==> src/rtl/wfs_pkg.sv <==
`timescale 1ns / 1ps
// ----------------------------------------------------------------------------
// Wall-follow steering package
// Types, widths and register codes shared by the modules of the block.
// ----------------------------------------------------------------------------
package wfs_pkg;

    localparam int ADDR_W    = 5;
    localparam int DATA_W    = 32;
    localparam int CORDIC_W  = 38;
    localparam int DIV_STEPS = 17;
    localparam int PROD_W    = 16 + CORDIC_W;

    typedef enum logic [2:0] {
        REG_SIDE_INDEX,
        REG_ANGLED_INDEX,
        REG_RANGE_LIMIT,
        REG_STEER_GAIN,
        REG_TARGET_DIST,
        REG_FORWARD_SPEED,
        REG_BEAM_COS,
        REG_BEAM_SIN
    } reg_index_t;

    typedef struct packed {
        logic [9:0]         side_index;
        logic [9:0]         angled_index;
        logic [15:0]        range_limit;
        logic signed [15:0] steer_gain;
        logic [15:0]        target_distance;
        logic [15:0]        forward_speed;
        logic [15:0]        beam_cos;
        logic [15:0]        beam_sin;
    } cfg_t;

    typedef struct packed {
        logic accept;
        logic accept_last;
        logic prep;
        logic cordic_step;
        logic cordic_switch;
        logic product;
        logic div_load;
        logic div_step;
        logic rate;
        logic write;
    } cmd_t;

    typedef struct packed {
        logic d_zero;
        logic cordic_last;
        logic div_last;
        logic out_free;
    } sts_t;

endpackage

==> src/rtl/wfs_regs.sv <==
`timescale 1ns / 1ps
// ----------------------------------------------------------------------------
// Wall-follow steering register file
// APB-style configuration registers with read-back.
// ----------------------------------------------------------------------------
module wfs_regs (
    input  logic                       clk,
    input  logic                       rst_n,
    input  logic                       psel,
    input  logic                       penable,
    input  logic                       pwrite,
    input  logic [wfs_pkg::ADDR_W-1:0] paddr,
    input  logic [wfs_pkg::DATA_W-1:0] pwdata,
    output logic [wfs_pkg::DATA_W-1:0] prdata,
    output logic                       pready,
    output wfs_pkg::cfg_t              cfg
);

    wfs_pkg::cfg_t       cfg_reg;
    wfs_pkg::reg_index_t index;
    logic                wr_en;

    assign index  = wfs_pkg::reg_index_t'(paddr[4:2]);
    assign wr_en  = psel && penable && pwrite;
    assign pready = 1'b1;
    assign cfg    = cfg_reg;

    always_ff @(posedge clk or negedge rst_n)
    begin
        if (!rst_n)
        begin
            cfg_reg.side_index      <= 10'd0;
            cfg_reg.angled_index    <= 10'd0;
            cfg_reg.range_limit     <= 16'd65535;
            cfg_reg.steer_gain      <= 16'sd256;
            cfg_reg.target_distance <= 16'd1000;
            cfg_reg.forward_speed   <= 16'd200;
            cfg_reg.beam_cos        <= 16'd23170;
            cfg_reg.beam_sin        <= 16'd23170;
        end
        else if (wr_en)
        begin
            unique case (index)
                wfs_pkg::REG_SIDE_INDEX:    cfg_reg.side_index      <= pwdata[9:0];
                wfs_pkg::REG_ANGLED_INDEX:  cfg_reg.angled_index    <= pwdata[9:0];
                wfs_pkg::REG_RANGE_LIMIT:   cfg_reg.range_limit     <= pwdata[15:0];
                wfs_pkg::REG_STEER_GAIN:    cfg_reg.steer_gain      <= $signed(pwdata[15:0]);
                wfs_pkg::REG_TARGET_DIST:   cfg_reg.target_distance <= pwdata[15:0];
                wfs_pkg::REG_FORWARD_SPEED: cfg_reg.forward_speed   <= pwdata[15:0];
                wfs_pkg::REG_BEAM_COS:      cfg_reg.beam_cos        <= pwdata[15:0];
                wfs_pkg::REG_BEAM_SIN:      cfg_reg.beam_sin        <= pwdata[15:0];
            endcase
        end
    end

    always_comb
    begin
        unique case (index)
            wfs_pkg::REG_SIDE_INDEX:    prdata = {22'd0, cfg_reg.side_index};
            wfs_pkg::REG_ANGLED_INDEX:  prdata = {22'd0, cfg_reg.angled_index};
            wfs_pkg::REG_RANGE_LIMIT:   prdata = {16'd0, cfg_reg.range_limit};
            wfs_pkg::REG_STEER_GAIN:    prdata = {16'd0, cfg_reg.steer_gain};
            wfs_pkg::REG_TARGET_DIST:   prdata = {16'd0, cfg_reg.target_distance};
            wfs_pkg::REG_FORWARD_SPEED: prdata = {16'd0, cfg_reg.forward_speed};
            wfs_pkg::REG_BEAM_COS:      prdata = {16'd0, cfg_reg.beam_cos};
            wfs_pkg::REG_BEAM_SIN:      prdata = {16'd0, cfg_reg.beam_sin};
        endcase
    end

endmodule

==> config.mk <==
export PLATFORM = sky130hd
export DESIGN_NAME = wfs_regs
export DESIGN_NICKNAME = d
export VERILOG_FILES = /design/src/rtl/wfs_pkg.sv /design/src/rtl/wfs_regs.sv
export SDC_FILE = /design/constraint.sdc
export NUM_CORES = 1
export LEC_CHECK = 0
export ABC_AREA = 1
export BUFFER_PORTS_ARGS = -buffer_cell sky130_fd_sc_hd__buf_4
export CORE_UTILIZATION = 48
export DETAILED_ROUTE_END_ITERATION = 10
export GPL_ROUTABILITY_DRIVEN = 1
export PLACE_DENSITY_LB_ADDON = 0.15
export SLEW_MARGIN = 15
export SYNTH_ARGS = -nofsm -noshare
export SYNTH_HDL_FRONTEND = slang
export SYNTH_SLANG_ARGS = --single-unit
==> constraint.sdc <==
create_clock -name clk -period 1.8 [get_ports clk]
set_clock_uncertainty 0.2 [all_clocks]
set_input_delay 0 -clock clk [delete_from_list [all_inputs] [get_ports clk]]
set_output_delay 0 -clock clk [all_outputs]
set_load 0.02 [all_outputs]
Word-level counts from Yosys, hierarchy flattened
Cells that the tools add are included.
{ "totals": {"rom_bits": 0, "ram_bits": 0, "n_memories": 0, "inputBits": 42, "elab_cells": 27, "latchBits": 0, "out_inout_bits": 149, "regBits": 116} }
{ "classes": {"mux": 1, "n_reduce_logical": 11, "n_eq_ne": 7, "n_shift": 0, "n_lt_le_gt_ge": 0, "bitwise_logic": 0, "div_mod_pow": 0, "n_mul": 0, "add_sub_neg": 0} }
{ "ops": {"columns": ["op", "count"], "rows": [
  ["$pmux 32 s8", 1],
  ["$reduce_and 2->1", 8],
  ["$eq 3x3->1 const B", 4],
  ["$eq 3x2->1 const B", 2],
  ["$eq 3x1->1 const B", 1],
  ["$logic_not 3->1", 1],
  ["$logic_and 1x1->1", 2]
]} }

Longest topological paths before layout
Gate-level depths: netlist of the first run.
{ "logic_depth": {"depth_word": 3, "ltp_mapped": 8, "depth_no_buf": 6} }

Worst setup path before layout of the first run
Ideal clock, no wire load.
{ "synth_path": {"path_type": "register to output", "from": "register cfg_reg (netlist bit cfg[27])", "to": "output port prdata[11] in the netlist's numbering", "path_slack_ns": 0.608, "t_arrival_ns": 0.992, "required_time_ns": 1.600, "stages_incl_launch_ff": 4, "path_cell_list": "dfstp_2 -> inv_1 -> o21a_1 -> nand3b_1"} }
{ "synth_between": {"elab_chain_len": 1} }
{ "synth_rtl": {"columns": ["item", "line_no", "text"], "rows": [
  ["start, declared", "wfs_regs.sv:19", "wfs_pkg::cfg_t cfg_reg;"],
  ["$pmux 32 s8", "wfs_regs.sv:58", "unique case (index)"],
  ["end, declared", "wfs_regs.sv:14", "output logic [wfs_pkg::DATA_W-1:0] prdata,"]
]} }
Every way passes these cells. The select of a mux whose other input is x is not followed.

Worst setup path in the final report of the first run
{ "layout_path": {"from": "register cfg_reg (netlist bit cfg[87])", "to": "output port prdata[7] in the netlist's numbering"} }
The elaborated chain is that of the path after synthesis.

==> flow_summary.toml, run 1 <==
[synth]
synth_edf_count = 0
yosys.area_share.simple = 0.2472
avgSynthCellArea_um2 = 8.487
synthesis.instances = 669
synthTopCellsByArea = "dfrtp_1 (34%), dfstp_2 (18%), nand2_1 (8.9%), nand4_1 (6.2%), nor2_1 (4.4%)"
synth.most_common_cell = "nand2_1"
synth-seq-area-share = 0.5196
ys_types = 29
yosysTopAreaCell = "dfrtp_1"
synth_xor_area_frac = 0
yosysWarningCount = 0
syn_area_um2 = 5678
yosys-top-cells-count = "nand2_1 (135), dfrtp_1 (78), nor2_1 (67)"
synth-adder-area-share = 0
synth_compound_area_frac = 0.1291
synth_seq_cells = 116
synth_top_area_share = 0.3438
synth_flop_cell = "dfrtp_1"
async_reset_ff_frac = 1.000
synth_top_family_by_area = "simple AND/OR/NAND/NOR gates"
synth_mux_area_frac = 0

[timing]
tns_ns = 0
period_share = 0.9648
drv_slew = 0
hold_viol = 0
setup_violations = 0
worst_slew_pin_slew_ns = 0.6349
period_minus_slack_ns = 1.737
slew_headroom = 0.5757
rsz0062_at_grt = "no"
setup_ws_ns = 0.06339
fmax_mhz = 575.8
whs_ns = 0.02290

[routing]
drt-wirelength-per-cell_um = 18.59
avgViaCountPerCell = 5.566
firstDrtPassIters = 5
drt_iter0_drc = 645
antenna_left = 0
wl_um = 18370
vias = 5499
drc = 0

[power_and_ir_drop]
p_seq_frac = 0.373
pwr-share-comb = 0.287
vdd.ir_drop.worst_mv = 0.7771
p_int_w = 0.006747
p_clk_frac = 0.340
p_leak_nw = 3.775
total_power_w = 0.01017
switching_power_w = 0.003421
pwr_density_cell_nw_per_um2 = 1326
p_sw_frac = 0.3365

[critical_path]
timing_worst_setup_path_type = "register to output pin"
worst_ep_arrival_time_ns = 1.54
cpMaxStageDelayCell = "dfstp_2"
cp_cell_sequence = "nand4_1 > nand2_1 > nor2_1 > nand3_1 > buf_4"
worstSetupStartpointType = "register"
crit_path_max_incr_delay_ns = 0.56
path_max_fanout = 3
worst_ep_required_time_ns = 1.60
crit_path_end_kind = "output pin"
reg2reg_slack_ns = 0.76

[clock_tree]
path_clk_slew_ns = 0.05
cts_buffers = 17
clockBufferDepth = 2
ctsResizeCount = 0
cts.htree.levels = 4
clk_latency_ns = 0.41
cts_tree = "built"
clock_sinks = 116
cts_root_buffer = "clkbuf_16"

[die]
core_area_um2 = 11470
io_pins = 191
die_area_um2 = 12270
die_h_um = 110.8
start_util = 0.4951
rows = 39
die_w_um = 110.8

[layout]
antenna_cells = 0
drive_gt1_frac = 0.3219
fin_nets = 874
largest_register_ffs = 116
syn_to_final_growth_pct = 35.04
fillCellCount = 947

[place]
hpwlAfterDp_um = 13070
pre_cts_slack_ns = 0.1628
gp_congestion = 0.9243
portBuffers = 155

[global_route]
grt_pass1_wl_um = 28750
track_usage = 0.3068
grt_max_degree = 42
grt_pass1_vias = 5101
antenna_found_initial = 0
grt_overflow = 0

[worst_hold_path]
worst_hold_path_type = "input port to register"

[run]
drv_cap = 0

[run_status]
status = "completed"
## metrics by stage
stage | util | std cells | cell area (µm²)
2_1_floorplan | - | 684 | 5734
3_3_place_gp | 0.6002 | 938 | 6883
3_5_place_dp | 0.6002 | 938 | 6883
4_1_cts | 0.6686 | 988 | 7667
5_1_grt | 0.6686 | 988 | 7667
6_report | 0.6686 | 988 | 7667
## per-layer routing
layer | track usage | vias up | share of wire
met4 | 0.1316 | 0 | 0.026
met3 | 0.07818 | 39 | 0.10
met1 | 0.4398 | 2628 | 0.43
met5 | 0 | - | 0
met2 | 0.4402 | 305 | 0.45
li1 | - | 2527 | -
## power by group through the flow
stage	clock, W	combinational (W)	sequential (W)
floorplan	0	0.000920	0.00436
global placement	0	0.00284	0.00379
detailed placement	0	0.00288	0.00381
CTS	0.00347	0.00292	0.00378
global route	0.00360	0.00312	0.00385
finish	0.00345	0.00292	0.00380
## repair_timing
item                      4_1_cts  5_1_grt
hold buffers                   18        0
hold endpoints to repair      204        0
setup buffers                   0        0
## kinds of logic after synthesis
kind of cell / count (synthesis)
AOI/OAI and AO/OA: 132
buffers and inverters: 116
DFF: 116
other: 2
and+or+nand+nor: 303
## layout by cell type, fill, tap and decap left out, types with 2 or more instances in the layout
| master | synthesis | routed |
|---|---|---|
| dfrtp_1 | 78 | 78 |
| buf_12 | 0 | 3 |
| dlygate4sd3_1 | 0 | 18 |
| bufinv_16 | 0 | 3 |
| o21a_1 | 5 | 5 |
| clkbuf_1 | 10 | 3 |
| nor2_1 | 67 | 67 |
| nor3_1 | 3 | 3 |
| o21ai_1 | 49 | 49 |
| o21ai_0 | 32 | 32 |
| clkbuf_16 | 0 | 17 |
| nand3_4 | 2 | 2 |
| o21ai_2 | 16 | 16 |
| nand2_1 | 135 | 135 |
| buf_4 | 21 | 173 |
| nor2_4 | 3 | 3 |
| conb_1 | 2 | 17 |
| inv_1 | 47 | 47 |
| nand3b_1 | 5 | 5 |
| clkbuf_8 | 0 | 3 |
| inv_2 | 3 | 3 |
| clkinv_2 | 0 | 4 |
| a21oi_1 | 30 | 30 |
| nand3_2 | 2 | 2 |
| dfstp_2 | 38 | 38 |
| nand4_1 | 56 | 56 |
| nand3_1 | 27 | 27 |
## final timing paths
check / startpoint / end / cells past startpoint
setup / recovery: cfg[87]$_DFFE_PN1P_ / prdata[7] / 5
min in group asynchronous: rst_n / cfg[59]$_DFFE_PN0P_ / 3
max in group asynchronous: rst_n / cfg[27]$_DFFE_PN1P_ / 4
hold reg to reg: cfg[1]$_DFFE_PN1P_ / cfg[1]$_DFFE_PN1P_ / 2
hold / removal: penable / cfg[17]$_DFFE_PN1P_ / 6
setup reg to reg: cfg[25]$_DFFE_PN1P_ / cfg[25]$_DFFE_PN1P_ / 2
## layout make-up
type                            instances  area [µm²]  share of cell area
Timing Repair Buffer                  194        1539              0.2007
Multi-Input combinational cell        452        2201              0.2870
Sequential cell                       116        2950              0.3848
Inverter                               51       193.9             0.02529
Tap cell                              143       178.9             0.02334
Clock inverter                          9       126.4             0.01648
Clock buffer                           23       478.0             0.06234
## critical path: cells and delay by family (launching register included)
kind / cells / cell delay, ns
buffers and inverters: 1 / 0.15
flip-flops: 1 / 0.56
AND/OR/NAND/NOR: 4 / 0.41
Power figures use the tool's default switching activity.
==> run 2: changes to the inputs <==
- ABC_AREA: 1 -> not set
==> run 2 against run 1 <==
Net effect: final area is 2.9% higher; global-route usage is 4.4 points lower; cell count is 24% lower.
==> flow_summary.toml, run 2 <==
[die]
die_h_um = 109.4
die_area_um2 = 11980
die_w_um = 109.4
start_util = 0.5024
rows = 38
core_area_um2 = 11030
io_pins = 191

[synth]
async_reset_ff_frac = 1.000
yosys-top-cells-count = "mux2_2 (117), dfrtp_1 (78), dfstp_2 (38)"
synth_top_area_share = 0.3522
avgSynthCellArea_um2 = 13.96
synth_flop_cell = "dfrtp_1"
synth_edf_count = 0
syn_area_um2 = 5542
yosysTopAreaCell = "dfrtp_1"
synth-seq-area-share = 0.5324
yosysWarningCount = 0
synthesis.instances = 397
synth_seq_cells = 116
synth.most_common_cell = "mux2_2"
ys_types = 37
synthTopCellsByArea = "dfrtp_1 (35%), mux2_2 (24%), dfstp_2 (18%), mux2i_1 (6.5%), buf_4 (3.0%)"

[routing]
avgViaCountPerCell = 5.446
drt_iter0_drc = 211
drt-wirelength-per-cell_um = 19.96
firstDrtPassIters = 4
antenna_left = 0
wl_um = 15050
vias = 4106
drc = 0

[layout]
final_cell_mix = "buf_4 (186), mux2_2 (117), dfrtp_1 (78), dfstp_2 (38), mux2i_1 (35)"
final_common_cell = "buf_4"
fin_nets = 643
postLayoutCoreUtil = 0.7153
antenna_cells = 0
final_cells = 754
fillCellCount = 767
drive_gt1_frac = 0.6531
final_area_um2 = 7890
syn_to_final_growth_pct = 42.38
largest_register_ffs = 116

[timing]
slew_headroom = 0.5755
period_minus_slack_ns = 1.774
fmax_mhz = 563.7
hold_viol = 0
drv_slew = 0
period_share = 0.9856
worst_slew_pin_slew_ns = 0.6367
setup_violations = 0
rsz0062_at_grt = "yes"
whs_ns = 0.001806

[global_route]
track_usage = 0.2625
antenna_found_initial = 0
grt_overflow = 0
grt_pass1_wl_um = 22810
grt_pass1_vias = 4150
grt_max_degree = 117

[clock_tree]
path_clk_slew_ns = 0.06
clockBufferDepth = 2
cts_tree = "built"
clk_latency_ns = 0.40
cts_root_buffer = "clkbuf_16"
cts_buffers = 17
clock_sinks = 116
cts.htree.levels = 4

[place]
dp.cells = 690
gp_congestion = 0.8260
portBuffers = 155
placed_cell_area_um2 = 6892
hpwlAfterDp_um = 9946

[worst_hold_path]
worst_hold_path_type = "input port to async pin"

[critical_path]
worst_ep_arrival_time_ns = 1.57
path_max_fanout = 2
worst_ep_required_time_ns = 1.60
timing_worst_setup_path_type = "register to output pin"
worstSetupStartpointType = "register"
crit_path_end_kind = "output pin"

[power_and_ir_drop]
pwr_density_cell_nw_per_um2 = 1305
p_leak_nw = 3.744
vdd.ir_drop.worst_mv = 0.7764
total_power_w = 0.01029

[run]
drv_cap = 0

[run_status]
status = "completed"
-- run 2: final cells by class --
cell class	count	area [µm²]	area share
sequential	116	2950	0.3739
multi-input combinational	254	2425	0.3073
timing repair buffer	210	1670	0.2117
clock buffer	22	494.2	0.06264
tap	140	175.2	0.02220
clock inverter	10	167.7	0.02125
inverter	2	7.507	0.0009515
-- run 2: layer usage --
layer	share of wire	vias up	GRT usage
li1	-	1843	-
met1	0.42	2089	0.3279
met2	0.48	152	0.4200
met3	0.083	22	0.1031
met4	0.015	0	0.08095
met5	0	-	0
-- run 2: repair_timing --
| item | 4_1_cts | 5_1_grt |
|---|---|---|
| buffers inserted | 5 | 9 |
| resized for setup | 4 | 11 |
| hold endpoints to repair | 232 | 0 |
| hold buffers | 18 | 0 |
| setup endpoints to repair | 8 | 11 |
| pin swaps | 3 | 10 |
-- run 2: cells by family after synthesis --
logic type / count (synthesis) / share of synthesized area
AOI/OAI and AO/OA: 44 / 0.05757
buffers and inverters: 42 / 0.04854
DFF: 116 / 0.5324
muxes: 156 / 0.3150
other: 2 / 0.001355
and+or+nand+nor: 37 / 0.04516
-- run 2: through the flow --
step                TNS, ns  setup WS, ns
global route        -0.1808      -0.05902
CTS                       0     0.0004380
global placement          0        0.1829
finish                    0       0.02593
floorplan                 0        0.2795
detailed placement        0        0.1752
-- run 2: worst paths after layout --
check                           depth (start not counted)                  end  slack (ns)           startpoint
worst max-delay path                                    4           prdata[12]        0.03  cfg[44]$_DFFE_PN0P_
worst min-delay path                                    3  cfg[65]$_DFFE_PN0P_       0.002                rst_n
worst max register to register                          3  cfg[15]$_DFFE_PN0P_        0.58  cfg[15]$_DFFE_PN0P_
worst min register to register                          1  cfg[36]$_DFFE_PN0P_        0.33  cfg[36]$_DFFE_PN0P_
max in group asynchronous                               3  cfg[37]$_DFFE_PN0P_        0.90                rst_n
min in group clk                                        5  cfg[50]$_DFFE_PN0P_        0.09              penable
-- run 2: critical path, stage by stage, from the launching register on --
cell,delay (ns)
dfrtp_1,0.40
mux4_2,0.48
nand2_2,0.08
o21ai_2,0.06
buf_6,0.14
-- run 2: power breakdown --
group          switching (W)  internal (W)
clock network        0.00119       0.00251
registers           0.000422       0.00325
logic                0.00149       0.00143
total                0.00310       0.00719
==> run 3: changes to the inputs <==
- CORE_UTILIZATION: 48 -> 54
==> run 3 against run 2 <==
Net effect: the flow now finishes with violations (negative setup slack); first-iteration DRC count shrank 14%; sequential power is essentially flat; clock power fell by 7.3%; total power is 0.99% lower; flip-flop and latch count stayed put; critical endpoint is now prdata[9]; highest routed layer unchanged.
==> flow_summary.toml, run 3 (synthesis results as in run 2) <==
[run_status]
status = "complete, but fails checks"
violations = "negative setup slack"

[routing]
drt_iter0_drc = 182
firstDrtPassIters = 5
antenna_left = 0
drt-wirelength-per-cell_um = 20.38
wl_um = 15760
vias = 4352
drc = 0
avgViaCountPerCell = 5.630

[clock_tree]
clk_latency_ns = 0.51
clockBufferDepth = 2
cts.htree.levels = 4
cts_buffers = 17
clock_sinks = 116
path_clk_slew_ns = 0.05
cts_root_buffer = "clkbuf_8"
cts_tree = "built"

[timing]
hold_viol = 0
period_share = 1.063
fmax_mhz = 522.4
period_minus_slack_ns = 1.914
rsz0062_at_grt = "yes"
setup_ws_ns = -0.1141
slew_headroom = 0.5549
drv_slew = 0
worst_slew_pin_slew_ns = 0.6654
setup_violations = 9

[critical_path]
endpoint = "prdata[9]"
path_max_fanout = 2
worstSetupStartpoint = "cfg[25]$_DFFE_PN1P_"
r2r_start = "cfg[63]$_DFFE_PN0P_"
worstSetupStartpointType = "register"
reg2reg_slack_ns = 0.69
worst_ep_required_time_ns = 1.60
worst_ep_arrival_time_ns = 1.71
crit_path_end_kind = "output pin"
timing_worst_setup_path_type = "register to output pin"
worstReg2RegEnd = "cfg[63]$_DFFE_PN0P_"
worstRegToRegCells = 2

[place]
portBuffers = 155
gp_congestion = 0.7836
dp.cells = 690
hpwlAfterDp_um = 10010

[layout]
drive_gt1_frac = 0.6578
fin_nets = 669
multiInputGateArea_um2 = 2446
postLayoutCoreUtil = 0.8196
syn_to_final_growth_pct = 45.90
antenna_cells = 0
fillCellCount = 533
final_cell_mix = "buf_4 (197), mux2_2 (116), dfrtp_1 (78), dfstp_2 (38), mux2i_1 (36)"
final-seq-area_um2 = 2950
final_common_cell = "buf_4"
largest_register_ffs = 116
final_cells = 773

[die]
core_area_um2 = 9864
rows = 36
start_util = 0.5618
die_area_um2 = 10670
die_w_um = 103.3
die_h_um = 103.3
io_pins = 191

[run]
drv_cap = 0

[global_route]
track_usage = 0.3074
grt_pass1_vias = 4444
antenna_found_initial = 0
grt_overflow = 0
grt_pass1_wl_um = 23780
grt_max_degree = 45

[power_and_ir_drop]
pwr_density_cell_nw_per_um2 = 1260
vdd.ir_drop.worst_mv = 0.8405
p_leak_nw = 3.867

[worst_hold_path]
worst_hold_path_type = "input port to register"
==> run 3: changes by cell type in the layout (fill, tap and decap cells not counted), sizes merged <==
cell,previous run,this run
clkinvlp,4,2
dlygate4sd3,18,25
buf,192,211
inv,3,2
clkinv,1,4
==> run 3: per-layer routing <==
layer	track usage	vias to the layer above	part of all wire
met5	0	-	0
met4	0.1354	0	0.031
met3	0.07930	46	0.076
met2	0.5185	229	0.50
met1	0.3748	2193	0.39
li1	-	1884	-
==> run 3: worst max-delay path, cell delays in order (launching register included) <==
cell	delay [ns]
dfstp_2	0.54
mux2i_1	0.09
a211oi_2	0.26
o22a_1	0.20
buf_6	0.12
==> run 3: worst min-delay path by stage <==
stage | start | endpoint | slack (ns) | cells past startpoint
after detailed placement | rst_n | cfg[3]$_DFFE_PN0P_ | -0.22 | 1
after global placement | rst_n | cfg[3]$_DFFE_PN0P_ | -0.23 | 1
final | paddr[2] | cfg[101]$_DFFE_PN0P_ | 0.05 | 4
after CTS | paddr[2] | cfg[101]$_DFFE_PN0P_ | 0.03 | 4
after global routing | paddr[2] | cfg[104]$_DFFE_PN0P_ | 0.09 | 4
after floorplan | rst_n | cfg[0]$_DFFE_PN0P_ | -0.50 | 0
==> run 3: report_power, final <==
part,internal (W),switching (W)
clock,0.00231,0.00112
sequential,0.00325,0.000423
combinational,0.00153,0.00156
==> run 3: area by class of cell <==
type / instances / share of cell area
clock buffer: 22 / 0.05602
clock inverter: 10 / 0.01919
inverter: 2 / 0.0009285
multi-input combinational: 254 / 0.3025
sequential: 116 / 0.3649
tap: 133 / 0.02058
timing repair buffer: 236 / 0.2358
==> run 3: repair_timing <==
action	in CTS	in global routing
hold endpoints to repair	232	17
setup endpoints to repair	14	14
resized for setup	14	15
pin swaps	18	11
buffers inserted	22	3
hold buffers	25	1
==> run 3: metrics by stage <==
| step | hold WS, ns | setup slack [ns] | instance area, µm² | setup TNS, ns | power (W) |
|---|---|---|---|---|---|
| 2_1_floorplan | -0.4956 | 0.2795 | 5598 | 0 | 0.005198 |
| 3_3_place_gp | -0.2287 | 0.1960 | 6935 | 0 | 0.006388 |
| 3_5_place_dp | -0.2238 | 0.1791 | 6935 | 0 | 0.006477 |
| 4_1_cts | 0.02542 | -0.09566 | 8011 | -0.7281 | 0.01014 |
| 5_1_grt | 0.08979 | -0.1876 | 8085 | -1.082 | 0.01057 |
| 6_report | 0.05408 | -0.1141 | 8085 | -0.4991 | 0.01019 |
